`config.mk`:
```
export PLATFORM = sky130hd
export DESIGN_NAME = mwhp_front_flat
export DESIGN_NICKNAME = d
export VERILOG_FILES = /design/src/hdl/mwhp_pkg.sv /design/src/hdl/mwhp_in_if.sv /design/src/hdl/mwhp_front.sv /design/src/flat_wrapper.sv
export SDC_FILE = /design/constraint.sdc
export NUM_CORES = 1
export LEC_CHECK = 0
export ABC_AREA = 1
export BUFFER_PORTS_ARGS = -buffer_cell sky130_fd_sc_hd__buf_2
export CAP_MARGIN = 20
export CELL_PAD_IN_SITES_DETAIL_PLACEMENT = 1
export CELL_PAD_IN_SITES_GLOBAL_PLACEMENT = 2
export CORE_MARGIN = 4
export CORE_UTILIZATION = 14
export CTS_BUF_LIST = sky130_fd_sc_hd__clkbuf_4 sky130_fd_sc_hd__clkbuf_8 sky130_fd_sc_hd__clkbuf_16
export DETAILED_ROUTE_END_ITERATION = 8
export PLACE_DENSITY = 0.75
export SETUP_SLACK_MARGIN = 0.05
export SYNTH_ARGS = -nofsm -noshare
export SYNTH_HDL_FRONTEND = slang
export SYNTH_SLANG_ARGS = --single-unit
```
`constraint.sdc`:
```
create_clock -name clk -period 1 [get_ports clk]
set_clock_uncertainty 0.2 [all_clocks]
set_input_delay 0.05 -clock clk [delete_from_list [all_inputs] [get_ports clk]]
set_output_delay 0.05 -clock clk [all_outputs]
set_load 0.05 [all_outputs]
```
`src/hdl/mwhp_pkg.sv`:
```
// ============================================================================
// mwhp_pkg - shared definitions for the masked weighted histogram peak core
// Holds default sizes, input mode codes, the internal command codes and the
// status bundle passed from the back end to the rest of the block.
// ============================================================================
package mwhp_pkg;

    // Default configuration of the core
    localparam int BIN_COUNT_DEF   = 65536;
    localparam int PIXEL_WIDTH_DEF = 18;
    localparam int QUEUE_DEPTH_DEF = 2;

    // Fixed field widths
    localparam int LABEL_W  = 8;
    localparam int MODE_W   = 2;
    localparam int RBIN_W   = 16;
    localparam int PBIN_W   = 16;
    localparam int PWGT_W   = 31;
    localparam int WGT_W    = 32;
    localparam int WIDE_W   = 34;
    localparam int SUM_W    = 33;

    localparam logic [LABEL_W-1:0] TARGET_LABEL_RST = 8'd1;

    // Input mode codes
    localparam logic [MODE_W-1:0] MODE_ACC   = 2'd0;
    localparam logic [MODE_W-1:0] MODE_READ  = 2'd1;
    localparam logic [MODE_W-1:0] MODE_CLEAR = 2'd2;

    // Internal command codes after classification
    typedef enum logic [1:0] {
        OP_NOP,
        OP_ACC,
        OP_READ,
        OP_CLEAR
    } op_t;

    localparam int OP_W = 2;

    // Status of the back end
    typedef struct packed {
        logic init_clear;
        logic clearing;
        logic popping;
    } status_t;

endpackage

```
`src/hdl/mwhp_in_if.sv`:
```
// ============================================================================
// mwhp_in_if - pixel command channel
// Valid/ready channel carrying one pixel command per transfer.
// ============================================================================
interface mwhp_in_if #(
    parameter int PIXEL_WIDTH = mwhp_pkg::PIXEL_WIDTH_DEF
) ();
    logic                              valid;
    logic                              ready;
    logic [mwhp_pkg::MODE_W-1:0]       mode;
    logic signed [PIXEL_WIDTH-1:0]     pixel_value;
    logic [mwhp_pkg::LABEL_W-1:0]      seg_label;
    logic [mwhp_pkg::RBIN_W-1:0]       read_bin;

    modport source (output valid, output mode, output pixel_value, output seg_label,
                    output read_bin, input ready);
    modport sink   (input valid, input mode, input pixel_value, input seg_label,
                    input read_bin, output ready);
endinterface

```
`src/hdl/mwhp_front.sv`:
```
// ============================================================================
// mwhp_front - command classifier
// Holds the target label, accepts pixel commands and turns each into an
// internal command with a resolved bin address.
// ============================================================================
module mwhp_front #(
    parameter int BIN_COUNT   = mwhp_pkg::BIN_COUNT_DEF,
    parameter int PIXEL_WIDTH = mwhp_pkg::PIXEL_WIDTH_DEF
) (
    input  logic                           clk,
    input  logic                           rst_n,
    input  logic                           cfg_we,
    input  logic [mwhp_pkg::LABEL_W-1:0]   cfg_data,
    input  mwhp_pkg::status_t              status,
    mwhp_in_if.sink                        in_ch,
    output logic                           push_valid,
    input  logic                           push_ready,
    output logic [mwhp_pkg::OP_W+$clog2(BIN_COUNT)+PIXEL_WIDTH-1:0] push_data
);

    localparam int BIN_W = $clog2(BIN_COUNT);

    logic [mwhp_pkg::LABEL_W-1:0] target_label_reg;
    logic [mwhp_pkg::WIDE_W-1:0]  pix_ext;
    logic [BIN_W-1:0]             clamp_bin;
    logic                         rbin_in_range;
    mwhp_pkg::op_t                op;
    logic [BIN_W-1:0]             addr;

    always_ff @(posedge clk or negedge rst_n)
    begin
        if (!rst_n)
        begin
            target_label_reg <= mwhp_pkg::TARGET_LABEL_RST;
        end
        else if (cfg_we)
        begin
            target_label_reg <= cfg_data;
        end
    end

    assign pix_ext = {{(mwhp_pkg::WIDE_W-PIXEL_WIDTH){in_ch.pixel_value[PIXEL_WIDTH-1]}},
                      in_ch.pixel_value};

    // Negative values go to the first bin, large ones to the last
    always_comb
    begin
        if (pix_ext[mwhp_pkg::WIDE_W-1])
        begin
            clamp_bin = '0;
        end
        else if (pix_ext > mwhp_pkg::WIDE_W'(BIN_COUNT - 1))
        begin
            clamp_bin = BIN_W'(BIN_COUNT - 1);
        end
        else
        begin
            clamp_bin = pix_ext[BIN_W-1:0];
        end
    end

    assign rbin_in_range = (17'(in_ch.read_bin) < 17'(BIN_COUNT));

    always_comb
    begin
        op   = mwhp_pkg::OP_NOP;
        addr = clamp_bin;
        case (in_ch.mode)
            mwhp_pkg::MODE_ACC:
            begin
                if (in_ch.seg_label == target_label_reg)
                begin
                    op = mwhp_pkg::OP_ACC;
                end
            end
            mwhp_pkg::MODE_READ:
            begin
                addr = in_ch.read_bin[BIN_W-1:0];
                if (rbin_in_range)
                begin
                    op = mwhp_pkg::OP_READ;
                end
            end
            mwhp_pkg::MODE_CLEAR:
            begin
                op = mwhp_pkg::OP_CLEAR;
            end
            default:
            begin
                op = mwhp_pkg::OP_NOP;
            end
        endcase
    end

    // Hold off transfers until the start-up sweep has cleared the bins
    assign in_ch.ready = push_ready && !status.init_clear;
    assign push_valid  = in_ch.valid && !status.init_clear;
    assign push_data   = {op, addr, in_ch.pixel_value};

endmodule

```
`src/flat_wrapper.sv`:
```
// flat-port wrapper written by rule: the top's interface ports become plain ports
module mwhp_front_flat 
#(
    parameter int BIN_COUNT   = mwhp_pkg::BIN_COUNT_DEF,
    parameter int PIXEL_WIDTH = mwhp_pkg::PIXEL_WIDTH_DEF
)
  (clk, rst_n, cfg_we, cfg_data, status, push_valid, push_ready, push_data, in_ch_valid, in_ch_mode, in_ch_pixel_value, in_ch_seg_label, in_ch_read_bin, in_ch_ready);
  mwhp_in_if #(.PIXEL_WIDTH(PIXEL_WIDTH)) in_ch_i ();
  input  logic clk;
  input  logic rst_n;
  input  logic cfg_we;
  input  logic [mwhp_pkg::LABEL_W-1:0] cfg_data;
  input  mwhp_pkg::status_t status;
  output logic push_valid;
  input  logic push_ready;
  output logic [mwhp_pkg::OP_W+$clog2(BIN_COUNT)+PIXEL_WIDTH-1:0] push_data;
  input wire logic [$bits(in_ch_i.valid)-1:0] in_ch_valid;
  input wire logic [$bits(in_ch_i.mode)-1:0] in_ch_mode;
  input wire logic [$bits(in_ch_i.pixel_value)-1:0] in_ch_pixel_value;
  input wire logic [$bits(in_ch_i.seg_label)-1:0] in_ch_seg_label;
  input wire logic [$bits(in_ch_i.read_bin)-1:0] in_ch_read_bin;
  output wire logic [$bits(in_ch_i.ready)-1:0] in_ch_ready;
  assign in_ch_i.valid = in_ch_valid;
  assign in_ch_i.mode = in_ch_mode;
  assign in_ch_i.pixel_value = in_ch_pixel_value;
  assign in_ch_i.seg_label = in_ch_seg_label;
  assign in_ch_i.read_bin = in_ch_read_bin;
  assign in_ch_ready = in_ch_i.ready;
  mwhp_front #(.BIN_COUNT(BIN_COUNT), .PIXEL_WIDTH(PIXEL_WIDTH)) u_core (.clk(clk), .rst_n(rst_n), .cfg_we(cfg_we), .cfg_data(cfg_data), .status(status), .in_ch(in_ch_i), .push_valid(push_valid), .push_ready(push_ready), .push_data(push_data));
endmodule
```
==> qor.txt <==
startpoint types = flip-flop
area of the core = 6530 um2
Most Frequent Cell on Critical Path = nor2_2
crit-path cells = nor2_2 -> nor2_1 -> nand2_1 -> nor2_2 -> nand2_2 -> nand2_4 -> buf_8
H-tree depth = 1
kind of critical path = flip-flop to primary output
area of the multi-input gates = 837 um2
Clock Sinks = 8
CTS root buffer = clkbuf_8
worst vdd rail ir drop = 0.000967 V
Worst-path clk slew = 0.04 ns
via count = 1262
Worst EP arrival = 1.31 ns
dpl cells = 302
post-synthesis xor/xnor area fraction = 0.0182
CTS Hold Bufs = 6
Highest Clock Rate = 639 MHz
Placer Congestion = 0.667
yosys warns = 0
site row count = 29
cell family with most CP delay = flip-flops
number of flip-flops in the largest register = 8
outcome = finished with violations
drt pass-1 iters = 4
total CTS buffers = 3
Fin. Hold Viols = 10
Tcrit/Tclk final = 1.56
post-synth net total = 201
WL per Instance = 12.5 um
kind of end point of the critical path = primary output
largest family of logic cells by synthesized area = simple AND/OR/NAND/NOR gates
Slowest cell on crit path = dfstp_2
Die Y = 91.0 um
initial antenna violation count = 0
Detailed Route Iter0 Violations = 10
sequential share of the synthesized area = 0.209
global-route usage over all layers = 0.0887
fill count = 784
design area = 2270 um2
worst-path fanout max = 3
Final Setup Violations = 17
HPWL Detailed = 3020 um
synthesized area = 963 um2
Die ar. = 8270 um2
leakage power = 1.13 nW
vias in the first global route = 1285
Max Slew Vio Count = 0
Initial Util = 0.148
Antenna Nets Post-Route = 0
Post-Synth Simple-Gate Area = 0.309
Worst Hold Class = primary input to flip-flop
failing checks = negative hold slack, negative setup slack
post-place setup slack = -0.454 ns
clk_lat worst skew = 0.22 ns
IO Port Bufs = 95
routed wire length = 4030 um
fin crit period = 1.56 ns
Post-DP Area = 1640 um2
Slew HR = 0.822
Buf/Inv on CP = 1
# DRC = 0
RSZ-0062 raised after global routing = yes
total gr overflow = 0
DIE WIDTH = 91.0 um
FF+latch count, synth = 8
max cap viols = 0
io pins = 98
CTS tree = yes
layout net count = 307
Worst path max stage delay = 0.54 ns
area grow syn2layout = 136%
CTS Buffer Depth = 2
Antenna Cells = 0
mux cell area share after synthesis = 0.0351
synthesized-area fraction occupied by adder cells = 0.0260
Compound-Gate Fraction of Synth Area = 0.148
FF+latch area = 201 um2
Slew @ Worst Pin = 0.269 ns
layout cell share with drive strength beyond 1 = 0.730
pin count of the biggest net entering global routing = 16
Hold WS = -0.142 ns
Pwr per Cell Area = 955 nW/um2
post-route insts no fill = 321
Vias per Instance = 3.93
Cells after Synth = 139
worst setup margin = -0.565 ns
mean post-synth cell area = 6.93 um2
Synth cell types = 22
Critical Path RT = 0.75 ns
first-pass GRT wire length = 6150 um
## what timing repair did
action / 4_1_cts / 5_1_grt
pin swaps: 9 / 6
endpoints found under the hold margin: 16 / 4
gates resized for setup: 88 / 20
buffers inserted: 6 / 3
setup endpoints to repair: 22 / 23
cloned: 1 / 1
## cells in the final DEF, fill, tap and decap left out, drive strengths merged
cell type	Yosys	layout
or2	1	1
nand4	1	1
nand2	55	55
xnor2	2	2
nor2	8	8
buf	22	117
mux2	3	3
nand3	1	1
inv	14	14
dfrtp	7	7
clkbuf	1	5
o21ai	21	21
ha	2	2
dlygate4sd3	0	6
dfstp	1	1
## cell type report
class	count	area share
timing repair buffer	124	0.450
clock buffer	4	0.0215
inverter	14	0.0286
tap	77	0.0424
multi-input combinational	94	0.368
sequential	8	0.0887
## synth_stat cells
cell / instances / share of area
buf_2: 1 / 0.0052
nor2_2: 1 / 0.0065
nand2_1: 45 / 0.18
o21ai_2: 10 / 0.091
ha_1: 2 / 0.026
inv_2: 1 / 0.0039
buf_6: 1 / 0.012
nand3_1: 1 / 0.0052
nor2_8: 1 / 0.021
dfstp_2: 1 / 0.027
mux2_2: 3 / 0.035
dfrtp_1: 7 / 0.18
or2_1: 1 / 0.0065
buf_12: 1 / 0.021
clkbuf_8: 1 / 0.014
inv_1: 13 / 0.051
xnor2_1: 2 / 0.018
nand4_1: 1 / 0.0065
nand2_2: 10 / 0.065
buf_4: 19 / 0.15
o21ai_0: 11 / 0.057
nor2_1: 6 / 0.023
## metrics by stage
step / utilization / power [mW] / TNS, ns
after detailed placement: 0.251 / 1.40 / -6.61
after floorplan: - / 1.11 / -1.37
after global placement: 0.251 / 1.39 / -6.64
after global routing: 0.348 / 2.29 / -4.60
after CTS: 0.330 / 2.13 / -3.76
final: 0.348 / 2.17 / -3.96
## power by group
part / internal, mW / leakage (nW) / switching [mW] / total (mW)
Clock: 0.303 / 0.0262 / 0.127 / 0.431
Combinational: 0.582 / 1.01 / 0.779 / 1.36
Sequential: 0.359 / 0.0946 / 0.0186 / 0.377
## cells by family after synthesis
family | after synthesis
muxes | 3
AOI/OAI and AO/OA | 21
xor gates and xnor gates | 2
and+or+nand+nor | 66
buffers and inverters | 37
DFF | 8
adders and majority gates | 2
## routing by layer
metal	part of all wire	wire length [um]	vias up	track usage
li1	-	-	620	-
met4	0.0032	13	0	0.0151
met3	0.068	272	2	0.0215
met5	0	0	-	0
met1	0.36	1470	582	0.0945
met2	0.56	2270	58	0.177
## final timing paths
| path | startpoint | end | slack [ns] | depth (start not counted) |
|---|---|---|---|---|
| max reg2reg | u_core.target_label_reg[4]$_DFFE_PN0P_ | u_core.target_label_reg[4]$_DFFE_PN0P_ | 0.02 | 1 |
| max in group asynchronous | rst_n | u_core.target_label_reg[0]$_DFFE_PN1P_ | 0.35 | 2 |
| max | u_core.target_label_reg[0]$_DFFE_PN1P_ | push_data[34] | -0.56 | 7 |
| min | cfg_data[2] | u_core.target_label_reg[2]$_DFFE_PN0P_ | -0.14 | 2 |
| min reg2reg | u_core.target_label_reg[6]$_DFFE_PN0P_ | u_core.target_label_reg[6]$_DFFE_PN0P_ | 0.33 | 2 |
| min in group asynchronous | rst_n | u_core.target_label_reg[4]$_DFFE_PN0P_ | 0 | 2 |
(Power assumes the default switching activity.)
