### src/hdl/mwhp_pkg.sv
// ============================================================================
// mwhp_pkg - shared definitions for the masked weighted histogram peak core
// Holds default sizes, input mode codes, the internal command codes and the
// status bundle passed from the back end to the rest of the block.
// ============================================================================
package mwhp_pkg;

    // Default configuration of the core
    localparam int BIN_COUNT_DEF   = 65536;
    localparam int PIXEL_WIDTH_DEF = 18;
    localparam int QUEUE_DEPTH_DEF = 2;

    // Fixed field widths
    localparam int LABEL_W  = 8;
    localparam int MODE_W   = 2;
    localparam int RBIN_W   = 16;
    localparam int PBIN_W   = 16;
    localparam int PWGT_W   = 31;
    localparam int WGT_W    = 32;
    localparam int WIDE_W   = 34;
    localparam int SUM_W    = 33;

    localparam logic [LABEL_W-1:0] TARGET_LABEL_RST = 8'd1;

    // Input mode codes
    localparam logic [MODE_W-1:0] MODE_ACC   = 2'd0;
    localparam logic [MODE_W-1:0] MODE_READ  = 2'd1;
    localparam logic [MODE_W-1:0] MODE_CLEAR = 2'd2;

    // Internal command codes after classification
    typedef enum logic [1:0] {
        OP_NOP,
        OP_ACC,
        OP_READ,
        OP_CLEAR
    } op_t;

    localparam int OP_W = 2;

    // Status of the back end
    typedef struct packed {
        logic init_clear;
        logic clearing;
        logic popping;
    } status_t;

endpackage

### src/hdl/mwhp_queue.sv
// ============================================================================
// mwhp_queue - command queue
// Small first-in first-out buffer between the classifier and the back end.
// ============================================================================
module mwhp_queue #(
    parameter int DEPTH  = mwhp_pkg::QUEUE_DEPTH_DEF,
    parameter int DATA_W = 8
) (
    input  logic              clk,
    input  logic              rst_n,
    input  logic              push_valid,
    output logic              push_ready,
    input  logic [DATA_W-1:0] push_data,
    output logic              pop_valid,
    input  logic              pop_ready,
    output logic [DATA_W-1:0] pop_data
);

    localparam int PTR_W = (DEPTH > 1) ? $clog2(DEPTH) : 1;
    localparam int CNT_W = $clog2(DEPTH + 1);

    logic [DATA_W-1:0] entry_reg [DEPTH];
    logic [PTR_W-1:0]  wr_ptr_reg;
    logic [PTR_W-1:0]  rd_ptr_reg;
    logic [CNT_W-1:0]  count_reg;
    logic              do_push;
    logic              do_pop;

    assign push_ready = (count_reg != CNT_W'(DEPTH));
    assign pop_valid  = (count_reg != '0);
    assign do_push    = push_valid && push_ready;
    assign do_pop     = pop_valid && pop_ready;
    assign pop_data   = entry_reg[rd_ptr_reg];

    always_ff @(posedge clk)
    begin
        if (do_push)
        begin
            entry_reg[wr_ptr_reg] <= push_data;
        end
    end

    always_ff @(posedge clk or negedge rst_n)
    begin
        if (!rst_n)
        begin
            wr_ptr_reg <= '0;
            rd_ptr_reg <= '0;
            count_reg  <= '0;
        end
        else
        begin
            if (do_push)
            begin
                wr_ptr_reg <= (wr_ptr_reg == PTR_W'(DEPTH - 1)) ? '0 : wr_ptr_reg + 1'b1;
            end
            if (do_pop)
            begin
                rd_ptr_reg <= (rd_ptr_reg == PTR_W'(DEPTH - 1)) ? '0 : rd_ptr_reg + 1'b1;
            end
            if (do_push && !do_pop)
            begin
                count_reg <= count_reg + 1'b1;
            end
            else if (do_pop && !do_push)
            begin
                count_reg <= count_reg - 1'b1;
            end
        end
    end

endmodule

### config.mk
export PLATFORM = sky130hd
export DESIGN_NAME = mwhp_queue
export DESIGN_NICKNAME = d
export VERILOG_FILES = /design/src/hdl/mwhp_pkg.sv /design/src/hdl/mwhp_queue.sv
export SDC_FILE = /design/constraint.sdc
export NUM_CORES = 1
export LEC_CHECK = 0
export BUFFER_PORTS_ARGS = -buffer_cell sky130_fd_sc_hd__buf_2
export CAP_MARGIN = 20
export CORE_UTILIZATION = 44
export DETAILED_ROUTE_END_ITERATION = 6
export PLACE_DENSITY = 0.83
export SLEW_MARGIN = 20
export SYNTH_ARGS = -nofsm -noshare
export SYNTH_HDL_FRONTEND = slang
export SYNTH_SLANG_ARGS = --single-unit
### constraint.sdc
create_clock -name clk -period 1.5 [get_ports clk]
set_clock_uncertainty 0.2 [all_clocks]
set_input_delay 0.075 -clock clk [delete_from_list [all_inputs] [get_ports clk]]
set_output_delay 0.075 -clock clk [all_outputs]
set_load 0.005 [all_outputs]
==> results of run 1 <==
## what timing repair did
| action | CTS | global route |
|---|---|---|
| hold buffers | 12 | 0 |
| endpoints found under the setup margin | 17 | 17 |
| resized for setup | 5 | 13 |
| setup buffers | 3 | 3 |
| hold endpoints to repair | 22 | 0 |
| pin swaps | 2 | 6 |
## area by class of cell
| type | count | share of cell area |
|---|---|---|
| sequential | 20 | 0.470 |
| timing repair buffer | 45 | 0.287 |
| inverter | 1 | 0.00303 |
| multi-input combinational | 21 | 0.195 |
| tap | 24 | 0.0242 |
| clock buffer | 4 | 0.0212 |
## cells in the mapped netlist
cell type,n,area [µm²]
xnor2_1,3,26.3
nand2_4,1,11.3
nand2_1,1,3.75
nand2b_4,1,13.8
or2_4,1,8.76
buf_2,1,5.00
inv_1,1,3.75
edfxtp_1,16,480
mux2_2,8,90.1
xor2_1,2,17.5
and3_1,1,6.26
nor2_1,2,7.51
dfrtp_1,4,100
ha_1,1,12.5
## logic make-up (layout without fill, tap and decap cells)
family / after synthesis / count (layout) / synth area share
flops: 20 / 20 / 0.738
buf+inv: 2 / 50 / 0.0111
mux: 8 / 8 / 0.114
simple gates: 7 / 7 / 0.0652
xor+xnor: 5 / 5 / 0.0557
fa+ha+maj: 1 / 1 / 0.0159
## worst reg2reg max path: stages (launching register included)
cell and delay [ps]:
dfrtp_1 420, or2_4 260, nand2_4 80, ha_4 130, xor2_1 140, nor2_1 80
xor2_1 160
## how the worst max path moves through the flow
stage,to,depth (start not counted),startpoint
floorplan,count_reg[1],6,count_reg[1]
global placement,count_reg[1],6,count_reg[1]
detailed placement,count_reg[1],6,count_reg[1]
CTS,count_reg[1],6,count_reg[1]
global route,pop_data[5],3,rd_ptr_reg
finish,pop_data[5],3,rd_ptr_reg
## stage by stage
step	instances	TNS, ps	cell area [µm²]
floorplan	43	-15.3	810
global placement	93	-0.473	985
detailed placement	93	-68.3	985
CTS	112	-325	1160
global route	115	-1310	1240
finish	115	-586	1240
## power by group through the flow
stage	registers (mW)	clock network [mW]	logic [mW]
final	0.859	0.249	1.06
after global routing	0.870	0.287	1.12
after CTS	0.858	0.258	0.857
after detailed placement	0.907	0	0.707
after global placement	0.889	0	0.681
after floorplan	0.847	0	0.464
## per-layer routing
metal  vias up  share of wire  global-route usage
li1        252              -                   -
met1       253           0.42               0.189
met2        16           0.53               0.300
met3         4          0.036              0.0531
met4         0          0.016              0.0909
met5         -              0                   0
==> impl_metrics.csv, run 1 <==
group,metric,value,unit
critical_path,max_stage_delay,440,ps
global_routing,grt_use_total,0.173,
timing,slew_violations,0,
critical_path,cp-start-kind,"flop",
global_routing,grt_remaining_overflow,0,
hold_path,whs_path_depth,2,
global_routing,antenna_found_initial,0,
die,rows,14,
synth,yosysWarningCount,0,
critical_path,rr_endpoint,"count_reg[1]",
clock_tree,clock_path_buffers,2,
synth,synth-seq-cells,20,
pwr,power_density,1750,nW/µm²
hold_path,min_to,"entry_reg[1][6]",
drt,wl_per_cell,13.4,µm
critical_path,regToRegSetupSlack,-70,ps
final_layout,fin_util,0.777,
drt,drtAntennaViolNets,0,
pwr,p_sw_frac,0.295,
drt,firstDrtPassIters,4,
timing,relSlewSlack,0.849,
synth,synth_cells,43,
critical_path,reg2reg_depth,6,
drt,drcViolationCount,0,
job,max_cap_viol_count,0,
drt,drt_iter0_markers,9,
critical_path,crit_chain,"buf_6, mux2_4, buf_6",
die,dieArea,1960,µm²
clock_tree,cts_sinks,20,
timing,worst_pin_slew,227,ps
final_layout,register_area,582,µm²
timing,setup_ws,-71.1,ps
pwr,pwr-share-comb,0.488,
final_layout,area_growth,57.4,%
die,die_x,44.3,µm
outcome,status,"finished, violations left",
final_layout,multiInputGateArea,241,µm²
global_routing,grt_max_degree,12,
drt,via_count,525,
timing,finalCritPeriodShare,1.05,
critical_path,critical-path-top-delay-family,"flip-flops",
placement,place.gp.congestion,0.809,
synth,yosysSeqAreaShare,0.738,
die,dieHeight,44.3,µm
critical_path,end_kind,"output pin",
critical_path,cp.arrival,1300,ps
clock_tree,clock_latency,290,ps
final_layout,final_net_count,105,
synth,synthesis.area,787,µm²
clock_tree,htreeDepth,1,
global_routing,grt_pass1_wl,2260,µm
clock_tree,clkSlewWorstSetupHoldPaths,100,ps
pwr,p_leak,0.523,nW
die,io_pins,22,
timing,fmax,0.636,GHz
placement,place_hpwl,942,µm
timing,finalSetupViolCount,17,
drt,via_per_inst,4.57,
pwr,ir_worst_vdd,0.969,mV
die,fp.coreArea,1590,µm²
critical_path,r2r_start,"count_reg[0]",
timing,finalCriticalPeriod,1570,ps
timing,finalHoldViolCount,0,
drt,drt_wl_total,1540,µm
final_layout,layout_common_cells,"buf_2, edfxtp_1, dlygate4sd3_1",
pwr,p_clk_frac,0.115,
critical_path,crit_path_max_fanout,5,
critical_path,path_class,"reg2out",
hold_path,hold_class,"in2reg",
critical_path,crit_path_frequent_cell,"buf_6",
placement,io_buffers,21,
pwr,totalPowerFinal,2.16,mW
final_layout,final_common_cell,"buf_2",
hold_path,hp-start,"push_data[6]",
timing,rsz0062_at_grt,"true",
clock_tree,root_buffer,"clkbuf_4",
pwr,switchingPower,638,µW
pwr,seqPwrFrac,0.397,
final_layout,largest_reg_flops,16,
die,start_util,0.494,
synth,syn_avg_cell_area,18.3,µm²
critical_path,path_buf_inv,2,
pwr,cellInternalPower,1.53,mW
synth,syn-num-nets,56,
outcome,violations,"negative setup slack",
final_layout,fillerInstances,92,
critical_path,worst_path_max_delay_cell,"dfrtp_2",
critical_path,crit_required,1220,ps
final_layout,drive_above_1_share,0.582,
clock_tree,cts_tree,"done",
clock_tree,cts_buffers,3,
timing,holdWs,306,ps
global_routing,grt_pass1_vias,515,
final_layout,antenna_cells,0,
placement,pre_cts_slack,-68.3,ps
synth,ys_types,14,
(Power assumes the default switching activity.)
==> inputs of run 2 (changes only) <==
--- a/config.mk
+++ b/config.mk
@@ -7,9 +7,10 @@
 export LEC_CHECK = 0
 export BUFFER_PORTS_ARGS = -buffer_cell sky130_fd_sc_hd__buf_2
 export CAP_MARGIN = 20
+export CORE_MARGIN = 2
 export CORE_UTILIZATION = 44
 export DETAILED_ROUTE_END_ITERATION = 6
-export PLACE_DENSITY = 0.83
+export PLACE_DENSITY_LB_ADDON = 0.15
 export SLEW_MARGIN = 20
 export SYNTH_ARGS = -nofsm -noshare
 export SYNTH_HDL_FRONTEND = slang
==> impl_metrics.csv, run 2 (synthesis gave the netlist of run 1 again) <==
group,metric,value,unit
pwr,power_density,1810,nW/µm²
clock_tree,clock_path_buffers,2,
die,fp.coreArea,1710,µm²
global_routing,grt_pass1_wl,2170,µm
drt,drt_wl_total,1440,µm
die,dieArea,2140,µm²
timing,finalCritPeriodShare,1.03,
clock_tree,cts_sinks,20,
pwr,p_leak,0.522,nW
die,die_x,46.3,µm
clock_tree,cts_buffers,3,
hold_path,hold_class,"in2reg",
timing,relSlewSlack,0.869,
critical_path,end_kind,"flop",
final_layout,fin_util,0.736,
critical_path,crit_path_frequent_cell,"xor2_1",
drt,route.met3.wl,43,µm
drt,drtAntennaViolNets,0,
timing,fmax,0.648,GHz
critical_path,path_class,"reg2reg",
critical_path,max_stage_delay,440,ps
hold_path,whs_path_depth,2,
critical_path,worst_path_max_delay_cell,"dfrtp_1",
timing,slew_violations,0,
timing,rsz0062_at_grt,"true",
outcome,status,"finished, violations left",
final_layout,final_common_cell,"buf_2",
drt,wl_per_cell,12.3,µm
critical_path,regToRegSetupSlack,-40,ps
final_layout,area_growth,59.8,%
final_layout,fillerInstances,114,
final_layout,register_area,582,µm²
timing,setup_ws,-44.1,ps
pwr,ir_worst_vdd,1.00,mV
hold_path,hp-start,"push_data[1]",
clock_tree,clock_latency,290,ps
drt,via_per_inst,4.47,
critical_path,crit_path_max_fanout,3,
timing,holdWs,303,ps
final_layout,largest_reg_flops,16,
critical_path,crit_required,1490,ps
global_routing,grt_remaining_overflow,0,
drt,via_count,523,
final_layout,multiInputGateArea,230,µm²
critical_path,startpoint,"count_reg[1]",
clock_tree,clkSlewWorstSetupHoldPaths,110,ps
global_routing,grt_use_total,0.149,
die,dieHeight,46.3,µm
timing,finalCriticalPeriod,1540,ps
clock_tree,root_buffer,"clkbuf_4",
die,io_pins,22,
critical_path,reg2reg_depth,6,
timing,tns,-234,ps
timing,finalSetupViolCount,9,
drt,drt_iter0_markers,3,
final_layout,antenna_cells,0,
critical_path,crit_chain,"or2_4, nand2_4, ha_4, xor2_1, nor2_1, xor2_1",
placement,pre_cts_slack,-59.8,ps
die,rows,15,
drt,firstDrtPassIters,3,
global_routing,antenna_found_initial,0,
drt,wl_met2,817,µm
die,start_util,0.461,
clock_tree,htreeDepth,1,
hold_path,min_to,"entry_reg[1][1]",
placement,place_hpwl,963,µm
final_layout,layout_common_cells,"buf_2, edfxtp_1, dlygate4sd3_1",
critical_path,cp.arrival,1530,ps
drt,drcViolationCount,0,
global_routing,grt_pass1_vias,519,
critical_path,rr_endpoint,"count_reg[1]",
placement,place.gp.congestion,0.645,
timing,worst_pin_slew,195,ps
critical_path,cp-start-kind,"flop",
timing,finalHoldViolCount,0,
final_layout,drive_above_1_share,0.587,
clock_tree,cts_tree,"done",
critical_path,r2r_start,"count_reg[1]",
outcome,violations,"negative setup slack",
global_routing,grt_max_degree,13,
final_layout,final_net_count,106,
placement,io_buffers,21,
drt,wl_met1,576,µm
job,max_cap_viol_count,0,
drt,maxUsedRoutingLayer,"met4",
run 2: cell types whose count changed in the layout (fill, tap and decap cells not counted), sizes merged:
cell    previous run  this run
buf               33        34
clkbuf             4         3
bufinv             0         1
run 2: worst max-delay path by stage:
stage | endpoint | slack [ps]
after floorplan | count_reg[1] | -20
after global placement | count_reg[1] | -4
after detailed placement | count_reg[1] | -60
after CTS | pop_data[2] | -50
after global routing | pop_data[2] | -110
final | count_reg[1] | -40
run 2: layer usage:
layer  GRT usage  vias up
li1            -      254
met1       0.177      254
met2       0.261       13
met3      0.0353        2
met4      0.0514        0
met5           0        -
run 2: worst max-delay path: cells and delay by family (launching register included):
kind | cells | cell delay (ps)
flip-flops | 1 | 440
adder cells (fa/ha/maj) | 1 | 120
XOR/XNOR | 2 | 290
AND/OR/NAND/NOR | 3 | 400
run 2: area by class of cell:
type / count / share of cell area
clock buffers: 3 / 0.0179
clock inverters: 1 / 0.0239
inverters: 1 / 0.00299
multi-input cells: 21 / 0.183
flip-flops and latches: 20 / 0.463
well taps: 25 / 0.0249
repair buffers: 46 / 0.285
run 2: metrics by stage:
stage	instance area, µm²	power (mW)	cells
after detailed placement	1020	1.68	98
after global routing	1260	2.42	117
after global placement	1020	1.65	98
after CTS	1230	2.24	117
after floorplan	810	1.31	43
final	1260	2.28	117
run 2: report_power, final:
group          switching, mW  internal (mW)
logic                  0.365          0.619
clock network          0.159          0.270
registers             0.0851          0.779
total                  0.610           1.67
run 2: what timing repair did:
item,in CTS,in global routing
hold buffers,12,0
resized for setup,7,6
setup buffers,3,0
hold endpoints to repair,23,0
endpoints found under the setup margin,14,22
pin swaps,2,0
